$ cat src/rtl/core/differential_drive_command_unit_macros.svh
// ----------------------------------------------------------------------------
// Assertion macros for the differential drive command unit
// Shared concurrent-assertion wrappers used by the RTL.
// ----------------------------------------------------------------------------
`ifndef DIFFERENTIAL_DRIVE_COMMAND_UNIT_MACROS_SVH
`define DIFFERENTIAL_DRIVE_COMMAND_UNIT_MACROS_SVH

// consequent checked in the cycle after the antecedent
`define DDCU_ASSERT_NEXT(label, clk, rst, ante, cons) \
   label: assert property (@(posedge clk) disable iff (rst) (ante) |=> (cons)) \
      else $error("ddcu assertion failed");

// consequent checked in the same cycle as the antecedent
`define DDCU_ASSERT_SAME(label, clk, rst, ante, cons) \
   label: assert property (@(posedge clk) disable iff (rst) (ante) |-> (cons)) \
      else $error("ddcu assertion failed");

`endif

$ cat src/rtl/core/ddcu_pkg.sv
// ----------------------------------------------------------------------------
// ddcu_pkg
// Types, command codes and constants of the differential drive command unit.
// ----------------------------------------------------------------------------
package ddcu_pkg;

   localparam int SPEED_W      = 8;
   localparam int TRIM_W       = 9;
   localparam int REQ_SPEED_W  = 16;
   localparam int FUNC_W       = 4;
   localparam int SUM_W        = 11;
   localparam int CSR_ADDR_W   = 5;
   localparam int CSR_DATA_W   = 32;
   localparam int REQ_DATA_W   = 24;
   localparam int RSP_DATA_W   = 32;

   localparam logic [SPEED_W-1:0] SPEED_MAX     = 8'd255;
   localparam logic [SPEED_W-1:0] SPEED_STEP    = 8'd20;
   localparam logic [SPEED_W-1:0] SPEED_DEFAULT = 8'd200;

   localparam logic [1:0]         TURN_MODE_RST    = 2'd0;
   localparam logic [SPEED_W-1:0] TURN_OFFSET_RST  = 8'd54;
   localparam logic [SPEED_W-1:0] FIXED_SPEED_RST  = 8'd140;
   localparam logic [TRIM_W-1:0]  TRIM_RST         = 9'd0;

   typedef enum logic [FUNC_W-1:0] {
      FN_STOP          = 4'd0,
      FN_FORWARD       = 4'd1,
      FN_REVERSE       = 4'd2,
      FN_SPIN_LEFT     = 4'd3,
      FN_SPIN_RIGHT    = 4'd4,
      FN_FWD_LEFT      = 4'd5,
      FN_FWD_RIGHT     = 4'd6,
      FN_REV_LEFT      = 4'd7,
      FN_REV_RIGHT     = 4'd8,
      FN_SPEED_UP      = 4'd9,
      FN_SPEED_DOWN    = 4'd10,
      FN_SPEED_RESET   = 4'd11,
      FN_SPEED_SET     = 4'd12
   } func_type;

   typedef enum logic [1:0] {
      ACT_STOP = 2'd0,
      ACT_FWD  = 2'd1,
      ACT_REV  = 2'd2,
      ACT_TURN = 2'd3
   } action_type;

   typedef enum logic [1:0] {
      KIND_STRAIGHT = 2'd0,
      KIND_PLUS     = 2'd1,
      KIND_MINUS    = 2'd2,
      KIND_SPIN     = 2'd3
   } kind_type;

   typedef enum logic [1:0] {
      MODE_PLUS  = 2'd0,
      MODE_MINUS = 2'd1,
      MODE_FIXED = 2'd2,
      MODE_BARE  = 2'd3
   } turn_mode_type;

   typedef enum logic [2:0] {
      REG_TURN_MODE   = 3'd0,
      REG_TURN_OFFSET = 3'd1,
      REG_FIXED_SPEED = 3'd2,
      REG_LEFT_TRIM   = 3'd3,
      REG_RIGHT_TRIM  = 3'd4
   } reg_index_type;

   typedef struct packed {
      logic [1:0]                turn_mode;
      logic [SPEED_W-1:0]        turn_offset;
      logic [SPEED_W-1:0]        fixed_turn_speed;
      logic signed [TRIM_W-1:0]  left_trim;
      logic signed [TRIM_W-1:0]  right_trim;
   } cfg_type;

endpackage

$ cat src/rtl/core/differential_drive_command_unit.sv
// ----------------------------------------------------------------------------
// differential_drive_command_unit
// Two-wheel drive command unit with held wheel directions and duties.
// ----------------------------------------------------------------------------
// One command is accepted per clock cycle while results are not stalled. A
// command lands in an input register, is decoded against the held speed and
// action in combinational logic, and moves into the result register, which
// holds the updated state. The held state updates at most once per cycle, on
// each advance. Results stall without loss when rsp_tready is low;
// req_tready drops only when both stages are full. Settings must be written
// through the APB port while idle; the block does not enforce this.
// ----------------------------------------------------------------------------
`include "differential_drive_command_unit_macros.svh"

module differential_drive_command_unit (
   input  logic                              clock,
   input  logic                              reset,
   // command channel
   input  logic                              req_tvalid,
   output logic                              req_tready,
   input  logic [ddcu_pkg::REQ_DATA_W-1:0]   req_tdata,  // [3:0] func, [19:4] speed_value
   // result channel
   output logic                              rsp_tvalid,
   input  logic                              rsp_tready,
   output logic [ddcu_pkg::RSP_DATA_W-1:0]   rsp_tdata,  // [0] left_reverse,
                                                         // [1] right_reverse,
                                                         // [9:2] left_duty,
                                                         // [17:10] right_duty,
                                                         // [25:18] speed_now
   // configuration
   input  logic                              csr_psel,
   input  logic                              csr_penable,
   input  logic                              csr_pwrite,
   input  logic [ddcu_pkg::CSR_ADDR_W-1:0]   csr_paddr,
   input  logic [ddcu_pkg::CSR_DATA_W-1:0]   csr_pwdata,
   output logic [ddcu_pkg::CSR_DATA_W-1:0]   csr_prdata,
   output logic                              csr_pready
);

   ddcu_pkg::cfg_type cfg;

   // input stage
   logic                                   s1_valid_ff, s1_valid_in;
   logic [ddcu_pkg::FUNC_W-1:0]            s1_func_ff;
   logic signed [ddcu_pkg::REQ_SPEED_W-1:0] s1_speed_ff;
   logic                                   req_take;
   logic                                   advance;

   // held state, doubles as the result register
   logic                                   rsp_valid_ff, rsp_valid_in;
   logic [ddcu_pkg::SPEED_W-1:0]           speed_ff, speed_in;
   ddcu_pkg::action_type                   action_ff, action_in;
   logic                                   left_dir_ff, left_dir_in;
   logic                                   right_dir_ff, right_dir_in;
   logic [ddcu_pkg::SPEED_W-1:0]           left_level_ff, left_level_in;
   logic [ddcu_pkg::SPEED_W-1:0]           right_level_ff, right_level_in;

   ddcu_pkg::kind_type                     left_kind, right_kind;
   logic [ddcu_pkg::SPEED_W-1:0]           left_duty, right_duty;
   logic [ddcu_pkg::SPEED_W:0]             speed_up_sum;

   ddcu_csr u_csr (
      .clock   (clock),
      .reset   (reset),
      .psel    (csr_psel),
      .penable (csr_penable),
      .pwrite  (csr_pwrite),
      .paddr   (csr_paddr),
      .pwdata  (csr_pwdata),
      .prdata  (csr_prdata),
      .pready  (csr_pready),
      .cfg     (cfg)
   );

   assign advance    = s1_valid_ff & (~rsp_valid_ff | rsp_tready);
   assign req_tready = ~s1_valid_ff | advance;
   assign req_take   = req_tvalid & req_tready;

   always_comb begin
      s1_valid_in = s1_valid_ff;
      if (req_take) begin
         s1_valid_in = 1'b1;
      end else if (advance) begin
         s1_valid_in = 1'b0;
      end
      rsp_valid_in = rsp_valid_ff;
      if (advance) begin
         rsp_valid_in = 1'b1;
      end else if (rsp_tready) begin
         rsp_valid_in = 1'b0;
      end
   end

   always_ff @(posedge clock) begin
      if (reset) begin
         s1_valid_ff  <= 1'b0;
         rsp_valid_ff <= 1'b0;
      end else begin
         s1_valid_ff  <= s1_valid_in;
         rsp_valid_ff <= rsp_valid_in;
      end
   end

   always_ff @(posedge clock) begin
      if (req_take) begin
         s1_func_ff  <= req_tdata[3:0];
         s1_speed_ff <= $signed(req_tdata[19:4]);
      end
   end

   assign speed_up_sum = {1'b0, speed_ff} + {1'b0, ddcu_pkg::SPEED_STEP};

   // command decode; duties use the speed after this command
   always_comb begin
      speed_in      = speed_ff;
      action_in     = action_ff;
      left_dir_in   = left_dir_ff;
      right_dir_in  = right_dir_ff;
      left_kind     = ddcu_pkg::KIND_STRAIGHT;
      right_kind    = ddcu_pkg::KIND_STRAIGHT;
      left_level_in  = left_level_ff;
      right_level_in = right_level_ff;
      unique case (s1_func_ff)
         ddcu_pkg::FN_STOP: begin
            action_in      = ddcu_pkg::ACT_STOP;
            left_dir_in    = 1'b0;
            right_dir_in   = 1'b0;
            left_level_in  = '0;
            right_level_in = '0;
         end
         ddcu_pkg::FN_FORWARD: begin
            action_in      = ddcu_pkg::ACT_FWD;
            left_dir_in    = 1'b0;
            right_dir_in   = 1'b0;
            left_level_in  = left_duty;
            right_level_in = right_duty;
         end
         ddcu_pkg::FN_REVERSE: begin
            action_in      = ddcu_pkg::ACT_REV;
            left_dir_in    = 1'b1;
            right_dir_in   = 1'b1;
            left_level_in  = left_duty;
            right_level_in = right_duty;
         end
         ddcu_pkg::FN_SPIN_LEFT, ddcu_pkg::FN_SPIN_RIGHT: begin
            action_in      = ddcu_pkg::ACT_TURN;
            left_dir_in    = (s1_func_ff == ddcu_pkg::FN_SPIN_LEFT);
            right_dir_in   = (s1_func_ff == ddcu_pkg::FN_SPIN_RIGHT);
            left_kind      = ddcu_pkg::KIND_SPIN;
            right_kind     = ddcu_pkg::KIND_SPIN;
            left_level_in  = left_duty;
            right_level_in = right_duty;
         end
         ddcu_pkg::FN_FWD_LEFT, ddcu_pkg::FN_REV_LEFT: begin
            action_in      = ddcu_pkg::ACT_TURN;
            left_dir_in    = (s1_func_ff == ddcu_pkg::FN_REV_LEFT);
            right_dir_in   = (s1_func_ff == ddcu_pkg::FN_REV_LEFT);
            left_kind      = ddcu_pkg::KIND_MINUS;
            right_kind     = ddcu_pkg::KIND_PLUS;
            left_level_in  = left_duty;
            right_level_in = right_duty;
         end
         ddcu_pkg::FN_FWD_RIGHT, ddcu_pkg::FN_REV_RIGHT: begin
            action_in      = ddcu_pkg::ACT_TURN;
            left_dir_in    = (s1_func_ff == ddcu_pkg::FN_REV_RIGHT);
            right_dir_in   = (s1_func_ff == ddcu_pkg::FN_REV_RIGHT);
            left_kind      = ddcu_pkg::KIND_PLUS;
            right_kind     = ddcu_pkg::KIND_MINUS;
            left_level_in  = left_duty;
            right_level_in = right_duty;
         end
         ddcu_pkg::FN_SPEED_UP, ddcu_pkg::FN_SPEED_DOWN,
         ddcu_pkg::FN_SPEED_RESET, ddcu_pkg::FN_SPEED_SET: begin
            unique case (s1_func_ff)
               ddcu_pkg::FN_SPEED_UP:
                  speed_in = speed_up_sum[ddcu_pkg::SPEED_W] ? ddcu_pkg::SPEED_MAX
                                                             : speed_up_sum[7:0];
               ddcu_pkg::FN_SPEED_DOWN:
                  speed_in = (speed_ff < ddcu_pkg::SPEED_STEP) ? '0
                                                               : speed_ff - ddcu_pkg::SPEED_STEP;
               ddcu_pkg::FN_SPEED_RESET:
                  speed_in = ddcu_pkg::SPEED_DEFAULT;
               default: begin
                  if (s1_speed_ff[ddcu_pkg::REQ_SPEED_W-1]) begin
                     speed_in = '0;
                  end else if (|s1_speed_ff[14:8]) begin
                     speed_in = ddcu_pkg::SPEED_MAX;
                  end else begin
                     speed_in = s1_speed_ff[7:0];
                  end
               end
            endcase
            // duties follow the new speed only while driving straight
            if (action_ff == ddcu_pkg::ACT_FWD || action_ff == ddcu_pkg::ACT_REV) begin
               left_level_in  = left_duty;
               right_level_in = right_duty;
            end
         end
         default: ;
      endcase
   end

   ddcu_wheel u_left (
      .kind             (left_kind),
      .speed            (speed_in),
      .trim             (cfg.left_trim),
      .turn_mode        (cfg.turn_mode),
      .turn_offset      (cfg.turn_offset),
      .fixed_turn_speed (cfg.fixed_turn_speed),
      .duty             (left_duty)
   );

   ddcu_wheel u_right (
      .kind             (right_kind),
      .speed            (speed_in),
      .trim             (cfg.right_trim),
      .turn_mode        (cfg.turn_mode),
      .turn_offset      (cfg.turn_offset),
      .fixed_turn_speed (cfg.fixed_turn_speed),
      .duty             (right_duty)
   );

   always_ff @(posedge clock) begin
      if (reset) begin
         speed_ff       <= ddcu_pkg::SPEED_DEFAULT;
         action_ff      <= ddcu_pkg::ACT_STOP;
         left_dir_ff    <= 1'b0;
         right_dir_ff   <= 1'b0;
         left_level_ff  <= '0;
         right_level_ff <= '0;
      end else if (advance) begin
         speed_ff       <= speed_in;
         action_ff      <= action_in;
         left_dir_ff    <= left_dir_in;
         right_dir_ff   <= right_dir_in;
         left_level_ff  <= left_level_in;
         right_level_ff <= right_level_in;
      end
   end

   assign rsp_tvalid = rsp_valid_ff;
   assign rsp_tdata  = {6'd0, speed_ff, right_level_ff, left_level_ff,
                        right_dir_ff, left_dir_ff};

   // a staged command is never dropped while the result side stalls
   `DDCU_ASSERT_NEXT(a_stage_hold, clock, reset, s1_valid_ff && !advance, s1_valid_ff)
   // stop always leaves both wheels at rest, forward
   `DDCU_ASSERT_NEXT(a_stop_zero, clock, reset,
      advance && s1_func_ff == ddcu_pkg::FN_STOP,
      left_level_ff == '0 && right_level_ff == '0 && !left_dir_ff && !right_dir_ff)
   // motion commands never touch the base speed
   `DDCU_ASSERT_NEXT(a_motion_keeps_speed, clock, reset,
      advance && s1_func_ff != ddcu_pkg::FN_SPEED_UP && s1_func_ff != ddcu_pkg::FN_SPEED_DOWN &&
      s1_func_ff != ddcu_pkg::FN_SPEED_RESET && s1_func_ff != ddcu_pkg::FN_SPEED_SET,
      $stable(speed_ff))
   // the state only moves when a result is produced
   `DDCU_ASSERT_NEXT(a_state_on_advance, clock, reset, !advance,
      $stable(speed_ff) && $stable(left_level_ff) && $stable(right_level_ff))
   // a speed-up while turning leaves the duties alone
   `DDCU_ASSERT_SAME(a_refresh_gate, clock, reset,
      s1_valid_ff && action_ff == ddcu_pkg::ACT_TURN && s1_func_ff == ddcu_pkg::FN_SPEED_UP,
      left_level_in == left_level_ff && right_level_in == right_level_ff)

endmodule

$ cat src/rtl/core/ddcu_csr.sv
// ----------------------------------------------------------------------------
// ddcu_csr
// APB register file holding the turn and trim settings.
// ----------------------------------------------------------------------------
module ddcu_csr (
   input  logic                              clock,
   input  logic                              reset,
   input  logic                              psel,
   input  logic                              penable,
   input  logic                              pwrite,
   input  logic [ddcu_pkg::CSR_ADDR_W-1:0]   paddr,
   input  logic [ddcu_pkg::CSR_DATA_W-1:0]   pwdata,
   output logic [ddcu_pkg::CSR_DATA_W-1:0]   prdata,
   output logic                              pready,
   output ddcu_pkg::cfg_type                 cfg
);

   ddcu_pkg::cfg_type cfg_ff;
   ddcu_pkg::cfg_type cfg_in;
   logic              wr_en;
   logic [2:0]        reg_idx;

   assign pready  = 1'b1;
   assign wr_en   = psel & penable & pwrite & pready;
   assign reg_idx = paddr[4:2];

   always_comb begin
      cfg_in = cfg_ff;
      if (wr_en) begin
         unique case (reg_idx)
            ddcu_pkg::REG_TURN_MODE:   cfg_in.turn_mode        = pwdata[1:0];
            ddcu_pkg::REG_TURN_OFFSET: cfg_in.turn_offset      = pwdata[7:0];
            ddcu_pkg::REG_FIXED_SPEED: cfg_in.fixed_turn_speed = pwdata[7:0];
            ddcu_pkg::REG_LEFT_TRIM:   cfg_in.left_trim        = $signed(pwdata[8:0]);
            ddcu_pkg::REG_RIGHT_TRIM:  cfg_in.right_trim       = $signed(pwdata[8:0]);
            default: ;
         endcase
      end
   end

   always_ff @(posedge clock) begin
      if (reset) begin
         cfg_ff.turn_mode        <= ddcu_pkg::TURN_MODE_RST;
         cfg_ff.turn_offset      <= ddcu_pkg::TURN_OFFSET_RST;
         cfg_ff.fixed_turn_speed <= ddcu_pkg::FIXED_SPEED_RST;
         cfg_ff.left_trim        <= ddcu_pkg::TRIM_RST;
         cfg_ff.right_trim       <= ddcu_pkg::TRIM_RST;
      end else begin
         cfg_ff <= cfg_in;
      end
   end

   always_comb begin
      prdata = '0;
      unique case (reg_idx)
         ddcu_pkg::REG_TURN_MODE:   prdata = {30'd0, cfg_ff.turn_mode};
         ddcu_pkg::REG_TURN_OFFSET: prdata = {24'd0, cfg_ff.turn_offset};
         ddcu_pkg::REG_FIXED_SPEED: prdata = {24'd0, cfg_ff.fixed_turn_speed};
         ddcu_pkg::REG_LEFT_TRIM:   prdata = {{23{cfg_ff.left_trim[8]}}, cfg_ff.left_trim};
         ddcu_pkg::REG_RIGHT_TRIM:  prdata = {{23{cfg_ff.right_trim[8]}}, cfg_ff.right_trim};
         default:                   prdata = '0;
      endcase
   end

   assign cfg = cfg_ff;

endmodule

$ cat src/rtl/core/ddcu_wheel.sv
// ----------------------------------------------------------------------------
// ddcu_wheel
// Duty calculation for one wheel: speed, trim and turn offset, clamped to 8 bits.
// ----------------------------------------------------------------------------
module ddcu_wheel (
   input  ddcu_pkg::kind_type                  kind,
   input  logic [ddcu_pkg::SPEED_W-1:0]        speed,
   input  logic signed [ddcu_pkg::TRIM_W-1:0]  trim,
   input  logic [1:0]                          turn_mode,
   input  logic [ddcu_pkg::SPEED_W-1:0]        turn_offset,
   input  logic [ddcu_pkg::SPEED_W-1:0]        fixed_turn_speed,
   output logic [ddcu_pkg::SPEED_W-1:0]        duty
);

   logic signed [ddcu_pkg::SUM_W-1:0] speed_x;
   logic signed [ddcu_pkg::SUM_W-1:0] trim_x;
   logic signed [ddcu_pkg::SUM_W-1:0] off_x;
   logic signed [ddcu_pkg::SUM_W-1:0] fixed_x;
   logic signed [ddcu_pkg::SUM_W-1:0] sum;

   assign speed_x = $signed({3'b000, speed});
   assign trim_x  = $signed({{2{trim[ddcu_pkg::TRIM_W-1]}}, trim});
   assign off_x   = $signed({3'b000, turn_offset});
   assign fixed_x = $signed({3'b000, fixed_turn_speed});

   always_comb begin
      sum = speed_x;
      unique case (kind)
         ddcu_pkg::KIND_STRAIGHT: sum = speed_x + trim_x;
         ddcu_pkg::KIND_PLUS:     sum = speed_x + trim_x + off_x;
         ddcu_pkg::KIND_MINUS:    sum = speed_x + trim_x - off_x;
         ddcu_pkg::KIND_SPIN: begin
            unique case (turn_mode)
               ddcu_pkg::MODE_PLUS:  sum = speed_x + trim_x + off_x;
               ddcu_pkg::MODE_MINUS: sum = speed_x + trim_x - off_x;
               ddcu_pkg::MODE_FIXED: sum = fixed_x + trim_x;
               ddcu_pkg::MODE_BARE:  sum = speed_x;
               default:              sum = speed_x;
            endcase
         end
         default: sum = speed_x;
      endcase
   end

   // clamp to 0..255
   always_comb begin
      if (sum[ddcu_pkg::SUM_W-1]) begin
         duty = '0;
      end else if (|sum[ddcu_pkg::SUM_W-2:ddcu_pkg::SPEED_W]) begin
         duty = ddcu_pkg::SPEED_MAX;
      end else begin
         duty = sum[ddcu_pkg::SPEED_W-1:0];
      end
   end

endmodule
$ cat config.mk
export PLATFORM = sky130hd
export DESIGN_NAME = differential_drive_command_unit
export DESIGN_NICKNAME = d
export VERILOG_FILES = /design/src/rtl/core/ddcu_pkg.sv /design/src/rtl/core/differential_drive_command_unit.sv /design/src/rtl/core/ddcu_csr.sv /design/src/rtl/core/ddcu_wheel.sv
export VERILOG_INCLUDE_DIRS = /design/src /design/src/rtl/core
export SDC_FILE = /design/constraint.sdc
export NUM_CORES = 1
export LEC_CHECK = 0
export BUFFER_PORTS_ARGS = -buffer_cell sky130_fd_sc_hd__buf_2
export CORE_ASPECT_RATIO = 0.9
export CORE_UTILIZATION = 45
export CTS_CLUSTER_DIAMETER = 150
export DETAILED_ROUTE_END_ITERATION = 8
export GPL_TIMING_DRIVEN = 0
export PLACE_DENSITY = 0.66
export SETUP_SLACK_MARGIN = 0.02
export SKIP_CTS_REPAIR_TIMING = 1
export SYNTH_ARGS = -nofsm -noshare
export SYNTH_HDL_FRONTEND = slang
export SYNTH_SLANG_ARGS = --single-unit
$ cat constraint.sdc
create_clock -name clock -period 14 [get_ports clock]
set_clock_uncertainty 0.2 [all_clocks]
set_input_delay 2.8 -clock clock [delete_from_list [all_inputs] [get_ports clock]]
set_output_delay 2.8 -clock clock [all_outputs]
set_load 0.01 [all_outputs]
==> metrics.cfg, run 1 <==
[pwr]
power_density_nw_per_um2 = 80.7
p_sw_share_pct = 36.4
p_leak_nw = 4.02
switchingPower_mw = 0.273
seq_power_share_pct = 36.3
comb_power_share_pct = 30.4
power.total_mw = 0.749
intPower_mw = 0.477
peakVddDrop_uv = 58.5
clkPwrFrac_pct = 33.3

[floorplan]
start_util_pct = 46.1
die_x_um = 144
coreArea_um2 = 17700
rows = 46
fp.dieH_um = 130
io_pins = 135
die_area_um2 = 18700

[sta]
max_freq_ghz = 0.127
maxSlewHeadroom_pct = 29.9
period_minus_slack_ps = 7860
setup_slack_ps = 6140
rsz0062_at_grt = false
finalHoldViolCount = 0
finalSetupViolCount = 0
timing.final.crit_share_pct = 56.1
fin_setup_tns_ps = 0
drv_slew = 0
tightestPinTransition_ps = 1040

[job]
max_cap_violations = 0

[layout]
antenna_cells = 0
fillers = 1767
layout.nets = 1285
postLayoutCellArea_um2 = 9290
area_growth_pct = 13.6
layout-drive-gt1-share_pct = 16.7

[synthesis]
ys_warn_count = 0
ys_types = 97
synthArstFlopShare_pct = 0
synth-seq-cells = 86
synth_cells = 1029
synth-edff-count = 20
syn_avg_cell_area_um2 = 7.95
synthFlopType = dfxtp_1
ys_seq_area_share_pct = 23.5
synth_area_leader_cell = dfxtp_1
synth_area_um2 = 8180
yosys.area.top_type_share_pct = 16.2
synthTopCellsByArea = dfxtp_1 (16%), ha_1 (10%), edfxtp_1 (7.3%)

[setup_path]
cp_slowest_cell = nand2_1
setup.worst_path.start_class = input port
worstPathCellList = buf_2 -> buf_1 -> clkbuf_1 -> nand4b_1 -> nand2_1 -> buf_4 -> buf_2
worst-endpoint-arrival_ps = 4860
worstReg2RegStart = speed_ff[2]
critPathMaxFanout = 24
startpoint = csr_paddr[3]
worst_setup_path_end_kind = primary output
cp.required_ps = 11000
slowest_delay_ps = 650
criticalPathCategory = in -> out
cpMostUsedCell = buf_2

[clocking]
cts_root_buf = clkbuf_16
cts_made_buffers = 9
clk_pin_slew_ps = 60
cts-htree-levels = 3
clock_path_buffers = 2
insertion_delay_ps = 370
clock-sinks = 86
cts_tree = yes

[routing]
drtIter0Drc = 790
routed_via_density = 5.88
route.antenna.remaining_nets = 0
drt_wl_total_mm = 27.3
top_layer_used = met4
wl_met2_mm = 11.1
dr.pass1.iters = 6
via_count = 8161
route.met3.wl_mm = 2.61
drc = 0
routedWlPerCell_um = 19.7
drt-met1-wl_mm = 13.0

[grt]
grt_pass1_vias = 7107
antenna_found_initial = 0
grt-ovfl-total = 0
grt_pass1_wl_mm = 40.4
grt_max_degree = 25
grt_use_total_pct = 29.1

[placement]
globalplace.congestion = 1.00
io_buffers = 97
dp_hpwl_mm = 21.5
dpl_worst_slack_ps = 6170
placedInstanceArea_um2 = 8990

[worst_hold_path]
hold_start = left_level_ff[0]
hold_path.class = reg -> reg

[outcome]
status = finished, final reports clean

-- cells by family after synthesis --
family | count (synthesis) | synth area share, %
compound gates | 354 | 29.1
xor+xnor | 36 | 3.95
fa+ha+maj | 74 | 12.1
buf+inv | 124 | 8.19
flops | 86 | 23.5
mux | 27 | 3.32
other cells | 2 | 0.0918
simple gates | 326 | 19.8
-- area by class of cell --
class | count | area, um^2 | share of cell area, %
plain buffers | 79 | 500 | 5.39
inverters | 45 | 169 | 1.82
clock buffers | 9 | 225 | 2.42
flip-flops and latches | 86 | 1920 | 20.7
repair buffers | 98 | 490 | 5.28
clock inverters | 7 | 76.3 | 0.822
multi-input cells | 824 | 5610 | 60.3
well taps | 240 | 300 | 3.23
-- through the flow --
| stage | hold WS, ps | util, % | cells |
|---|---|---|---|
| 2_1_floorplan | 254 | - | 1034 |
| 5_1_grt | 307 | 52.4 | 1388 |
| 3_5_place_dp | 267 | 50.7 | 1372 |
| 6_report | 281 | 52.4 | 1388 |
| 4_1_cts | 280 | 52.4 | 1388 |
| 3_3_place_gp | 258 | 50.7 | 1371 |
-- cells in the mapped netlist (all sizes together) (10+ instances only) --
cell    number
nand2      100
nor2        98
o21ai       89
a21oi       84
dfxtp       66
ha          66
buf         45
inv         45
clkbuf      34
mux2i       26
xnor2       24
o21a        23
edfxtp      20
nor2b       19
nand2b      18
nor3        18
a31oi       17
nand3       16
a21o        15
a211oi      13
a22oi       13
xor2        12
a211o       10
-- per-layer routing --
layer	vias to the layer above	global-route usage [%]
met1	3764	44.1
li1	3949	-
met2	408	41.7
met3	40	4.66
met4	0	8.70
met5	-	0
-- sequential cells by signal, summed over array words and instances (netlist names) --
name,flops
right_level_ff,8
speed_ff,8
rsp_tvalid,1
left_dir_ff,1
u_csr.cfg,36
s1_valid_ff,1
s1_func_ff,4
action_ff,2
s1_speed_ff,16
left_level_ff,8
right_dir_ff,1
-- path summary, 6_finish.rpt --
check / endpoint / slack, ps / cells past startpoint
setup / recovery: csr_prdata[25] / 6140 / 7
setup reg to reg: right_level_ff[7] / 7410 / 22
hold / removal: left_level_ff[0] / 280 / 1
hold reg to reg: left_level_ff[0] / 280 / 1
-- power groups by stage --
stage | Combinational [mW] | Sequential (mW) | Clock [mW]
global route | 0.247 | 0.273 | 0.264
floorplan | 0.156 | 0.278 | 0
detailed placement | 0.220 | 0.278 | 0
global placement | 0.219 | 0.278 | 0
finish | 0.227 | 0.272 | 0.250
CTS | 0.221 | 0.272 | 0.252
-- worst max-delay path: cells and delay by family --
| family | cells | cell delay, ps |
|---|---|---|
| buffers and inverters | 5 | 1240 |
| AND/OR/NAND/NOR | 2 | 800 |
-- layout by cell type (no fill, tap or decap), drive strengths merged, types with 20 or more instances in the layout --
cell type	count
clkbuf	43
o21ai	89
mux2i	26
a21oi	84
nor2	98
xnor2	24
o21a	23
dfxtp	66
edfxtp	20
ha	66
buf	143
inv	48
nand2	100
No activity file was read; power rests on OpenSTA's default activity.
==> inputs of run 2 (changes only) <==
--- a/config.mk
+++ b/config.mk
@@ -6,13 +6,14 @@
 export SDC_FILE = /design/constraint.sdc
 export NUM_CORES = 1
 export LEC_CHECK = 0
+export ABC_AREA = 1
 export BUFFER_PORTS_ARGS = -buffer_cell sky130_fd_sc_hd__buf_2
 export CORE_ASPECT_RATIO = 0.9
 export CORE_UTILIZATION = 45
 export CTS_CLUSTER_DIAMETER = 150
 export DETAILED_ROUTE_END_ITERATION = 8
 export GPL_TIMING_DRIVEN = 0
-export PLACE_DENSITY = 0.66
+export PLACE_DENSITY = 0.68
 export SETUP_SLACK_MARGIN = 0.02
 export SKIP_CTS_REPAIR_TIMING = 1
 export SYNTH_ARGS = -nofsm -noshare
==> constraint.sdc (replaced) <==
create_clock -name clock -period 6.7 [get_ports clock]
set_clock_uncertainty 0.2 [all_clocks]
set_input_delay 1.34 -clock clock [delete_from_list [all_inputs] [get_ports clock]]
set_output_delay 1.34 -clock clock [all_outputs]
set_load 0.01 [all_outputs]
==> run 2 against run 1 <==
  * Clock power is 100% higher
  * Global-route usage about the same
  * Final area grew 1.4%
  * Power grew 120%
  * Largest cell class unchanged
  * Largest power group unchanged
==> metrics.cfg, run 2 <==
[outcome]
status = finished, final reports clean  ; unchanged

[grt]
grt_pass1_vias = 7659  ; was 7,107
grt_use_total_pct = 29.1  ; about the same
grt_max_degree = 25  ; unchanged
grt_pass1_wl_mm = 42.3  ; was 40.4 mm
grt-ovfl-total = 0  ; unchanged
antenna_found_initial = 0  ; unchanged

[synthesis]
synth_area_leader_cell = nand2_1  ; was dfxtp_1
synth-seq-cells = 86  ; unchanged
synthTopCellsByArea = nand2_1 (17%), dfxtp_1 (16%), ha_1 (9.9%)  ; was dfxtp_1 (16%), ha_1 (10%), edfxtp_1 (7.3%)
synthArstFlopShare_pct = 0  ; unchanged
yosys.area.top_type_share_pct = 16.6  ; was 16.2%
ys_seq_area_share_pct = 23.1  ; was 23.5%
ys_warn_count = 0  ; unchanged
ys_types = 56  ; was 97
synth-edff-count = 20  ; unchanged
synth_area_um2 = 8310  ; was 8180 um^2
synth.top_cells.by_count = nand2_1 (367), inv_1 (142), nor2_1 (106)  ; was nand2_1 (98), nor2_1 (98), o21ai_0 (86)
synth.most_common_cell = nand2_1
syn_avg_cell_area_um2 = 6.42  ; was 7.95 um^2
synth_cells = 1294  ; was 1,029
synthFlopType = dfxtp_1  ; unchanged

[worst_hold_path]
hold_path.class = reg -> reg  ; unchanged
hold_start = right_level_ff[2]  ; was left_level_ff[0]
hold_depth = 2  ; was 1
hold_end = right_level_ff[2]  ; was left_level_ff[0]

[setup_path]
setup.worst_path.start_class = flip-flop  ; was input port
cp_slowest_cell = dfxtp_1  ; was nand2_1
cp.required_ps = 6780  ; was 11,000 ps
slowest_delay_ps = 450  ; was 650 ps
reg2reg_depth = 32  ; was 22
worst-endpoint-arrival_ps = 5710  ; was 4860 ps
reg2reg_to = right_level_ff[6]  ; was right_level_ff[7]
rrSetupSlack_ps = 1070  ; was 7410 ps
cp_top_family = simple AND/OR/NAND/NOR gates  ; was buffers and inverters
crit_buf_inv = 6  ; was 5
worstReg2RegStart = speed_ff[2]  ; unchanged
criticalPathCategory = reg -> reg  ; was in -> out
critPathMaxFanout = 8  ; was 24
worst_setup_path_end_kind = flip-flop  ; was primary output
cpMostUsedCell = nand2_1  ; was buf_2

[placement]
io_buffers = 98  ; was 97
placedInstanceArea_um2 = 9130  ; was 8990 um^2
dp_hpwl_mm = 22.1  ; was 21.5 mm
dp_cells = 1637  ; was 1,372
globalplace.congestion = 1.02  ; was 1.00
dpl_worst_slack_ps = 1200  ; was 6170 ps

[floorplan]
start_util_pct = 46.6  ; was 46.1%
die_x_um = 145  ; was 144 um
rows = 46  ; unchanged
die_area_um2 = 19000  ; was 18,700 um^2
coreArea_um2 = 17800  ; was 17,700 um^2
io_pins = 135  ; unchanged
fp.dieH_um = 131  ; was 130 um

[pwr]
switchingPower_mw = 0.622  ; was 0.273 mW
p_sw_share_pct = 38.3  ; was 36.4%
p_leak_nw = 4.77  ; was 4.02 nW
intPower_mw = 1.00  ; was 0.477 mW
clkPwrFrac_pct = 31.3  ; was 33.3%
power.total_mw = 1.62  ; was 0.749 mW
peakVddDrop_uv = 146  ; was 58.5 uV
seq_power_share_pct = 35.2  ; was 36.3%
power_density_nw_per_um2 = 172  ; was 80.7 nW/um^2
comb_power_share_pct = 33.5  ; was 30.4%

[layout]
fillers = 1877  ; was 1,767
layout.nets = 1550  ; was 1,285
final_cell_count_no_fill = 1653  ; was 1,388
multiInputGateArea_um2 = 5460  ; was 5610 um^2
postLayoutCellArea_um2 = 9420  ; was 9290 um^2
area_growth_pct = 13.4  ; was 13.6%
mostFrequentLayoutCell = nand2_1  ; was buf_2
antenna_cells = 0  ; unchanged
fin_util_pct = 52.8  ; was 52.4%
largest_register_ffs = 36  ; unchanged
mostFrequentLayoutCells = nand2_1 (367), inv_1 (142), nor2_1 (106)  ; was buf_2 (106), nand2_1 (98), nor2_1 (98)
layout-drive-gt1-share_pct = 16.0  ; was 16.7%
ff_latch_area_um2 = 1920  ; unchanged

[clocking]
clk_pin_slew_ps = 70  ; was 60 ps
clock_path_buffers = 2  ; unchanged
cts_made_buffers = 9  ; unchanged
insertion_delay_ps = 360  ; was 370 ps
cts-htree-levels = 3  ; unchanged
clock-sinks = 86  ; unchanged
cts_tree = yes  ; unchanged
cts_root_buf = clkbuf_16  ; unchanged

[job]
max_cap_violations = 0  ; unchanged

[sta]
setup_slack_ps = 1070  ; was 6140 ps
max_freq_ghz = 0.178
maxSlewHeadroom_pct = 40.5  ; was 29.9%
tightestPinTransition_ps = 892  ; was 1040 ps
rsz0062_at_grt = false  ; unchanged
period_minus_slack_ps = 5630
finalHoldViolCount = 0  ; unchanged
drv_slew = 0  ; unchanged
whs_ps = 262  ; was 281 ps
finalSetupViolCount = 0  ; unchanged
timing.final.crit_share_pct = 84.0
fin_setup_tns_ps = 0  ; unchanged

[routing]
routedWlPerCell_um = 16.8  ; was 19.7 um
drt_wl_total_mm = 27.7  ; was 27.3 mm
drc = 0  ; unchanged
route.antenna.remaining_nets = 0  ; unchanged
routed_via_density = 5.40  ; was 5.88
via_count = 8924  ; was 8,161
dr.pass1.iters = 6  ; unchanged
drtIter0Drc = 810  ; was 790

## run 2: changes by cell type after synthesis, sizes merged, moves of 18 or more
cell and change:
nand2 +279, inv +112, nor2b -19, a21oi +27, nand2b -18, o21a -20, mux2i -26, nand3 +81
## run 2: cell families after synthesis
| kind of cell | Yosys count | synth area share (%) |
|---|---|---|
| DFF | 86 | 23.1 |
| other | 2 | 0.0904 |
| xor gates and xnor gates | 23 | 2.42 |
| buffers and inverters | 214 | 11.4 |
| adders and majority gates | 74 | 11.9 |
| AOI/OAI and AO/OA | 263 | 18.2 |
| and+or+nand+nor | 632 | 32.8 |
## run 2: power groups by stage
stage / clock (mW) / combinational (mW) / sequential, mW
after floorplan: 0 / 0.381 / 0.583
after global placement: 0 / 0.525 / 0.582
after detailed placement: 0 / 0.527 / 0.583
after CTS: 0.522 / 0.531 / 0.571
after global routing: 0.538 / 0.603 / 0.574
final: 0.509 / 0.543 / 0.571
## run 2: worst max-delay path by stage
stage / startpoint / cells after the start / endpoint / slack (ps)
2_1_floorplan: csr_paddr[3] / 5 / csr_prdata[10] / 1830
6_report: speed_ff[2] / 32 / right_level_ff[6] / 1070
5_1_grt: s1_func_ff[0] / 34 / left_level_ff[7] / 460
3_5_place_dp: speed_ff[2] / 33 / left_level_ff[2] / 1200
3_3_place_gp: csr_paddr[4] / 6 / csr_prdata[29] / 1180
4_1_cts: speed_ff[2] / 32 / right_level_ff[3] / 1150
## run 2: layer usage
layer | up-vias | share of wire, % | track usage, %
li1 | 4454 | - | -
met1 | 3992 | 46 | 40.6
met2 | 408 | 41 | 43.0
met3 | 70 | 8.7 | 6.04
met4 | 0 | 4.4 | 13.7
met5 | - | 0 | 0
## run 2: tightest hold or removal path: stages, from the launching register on
cell     delay, ps
dfxtp_1        310
nand2_1         60
a21oi_1         50
## run 2: area by class of cell
type / count / share of cell area [%]
well taps: 240 / 3.19
multi-input cells: 999 / 58.0
flip-flops and latches: 86 / 20.4
inverters: 157 / 6.28
clock inverters: 7 / 0.770
clock buffers: 9 / 2.39
plain buffers: 57 / 3.78
repair buffers: 98 / 5.21
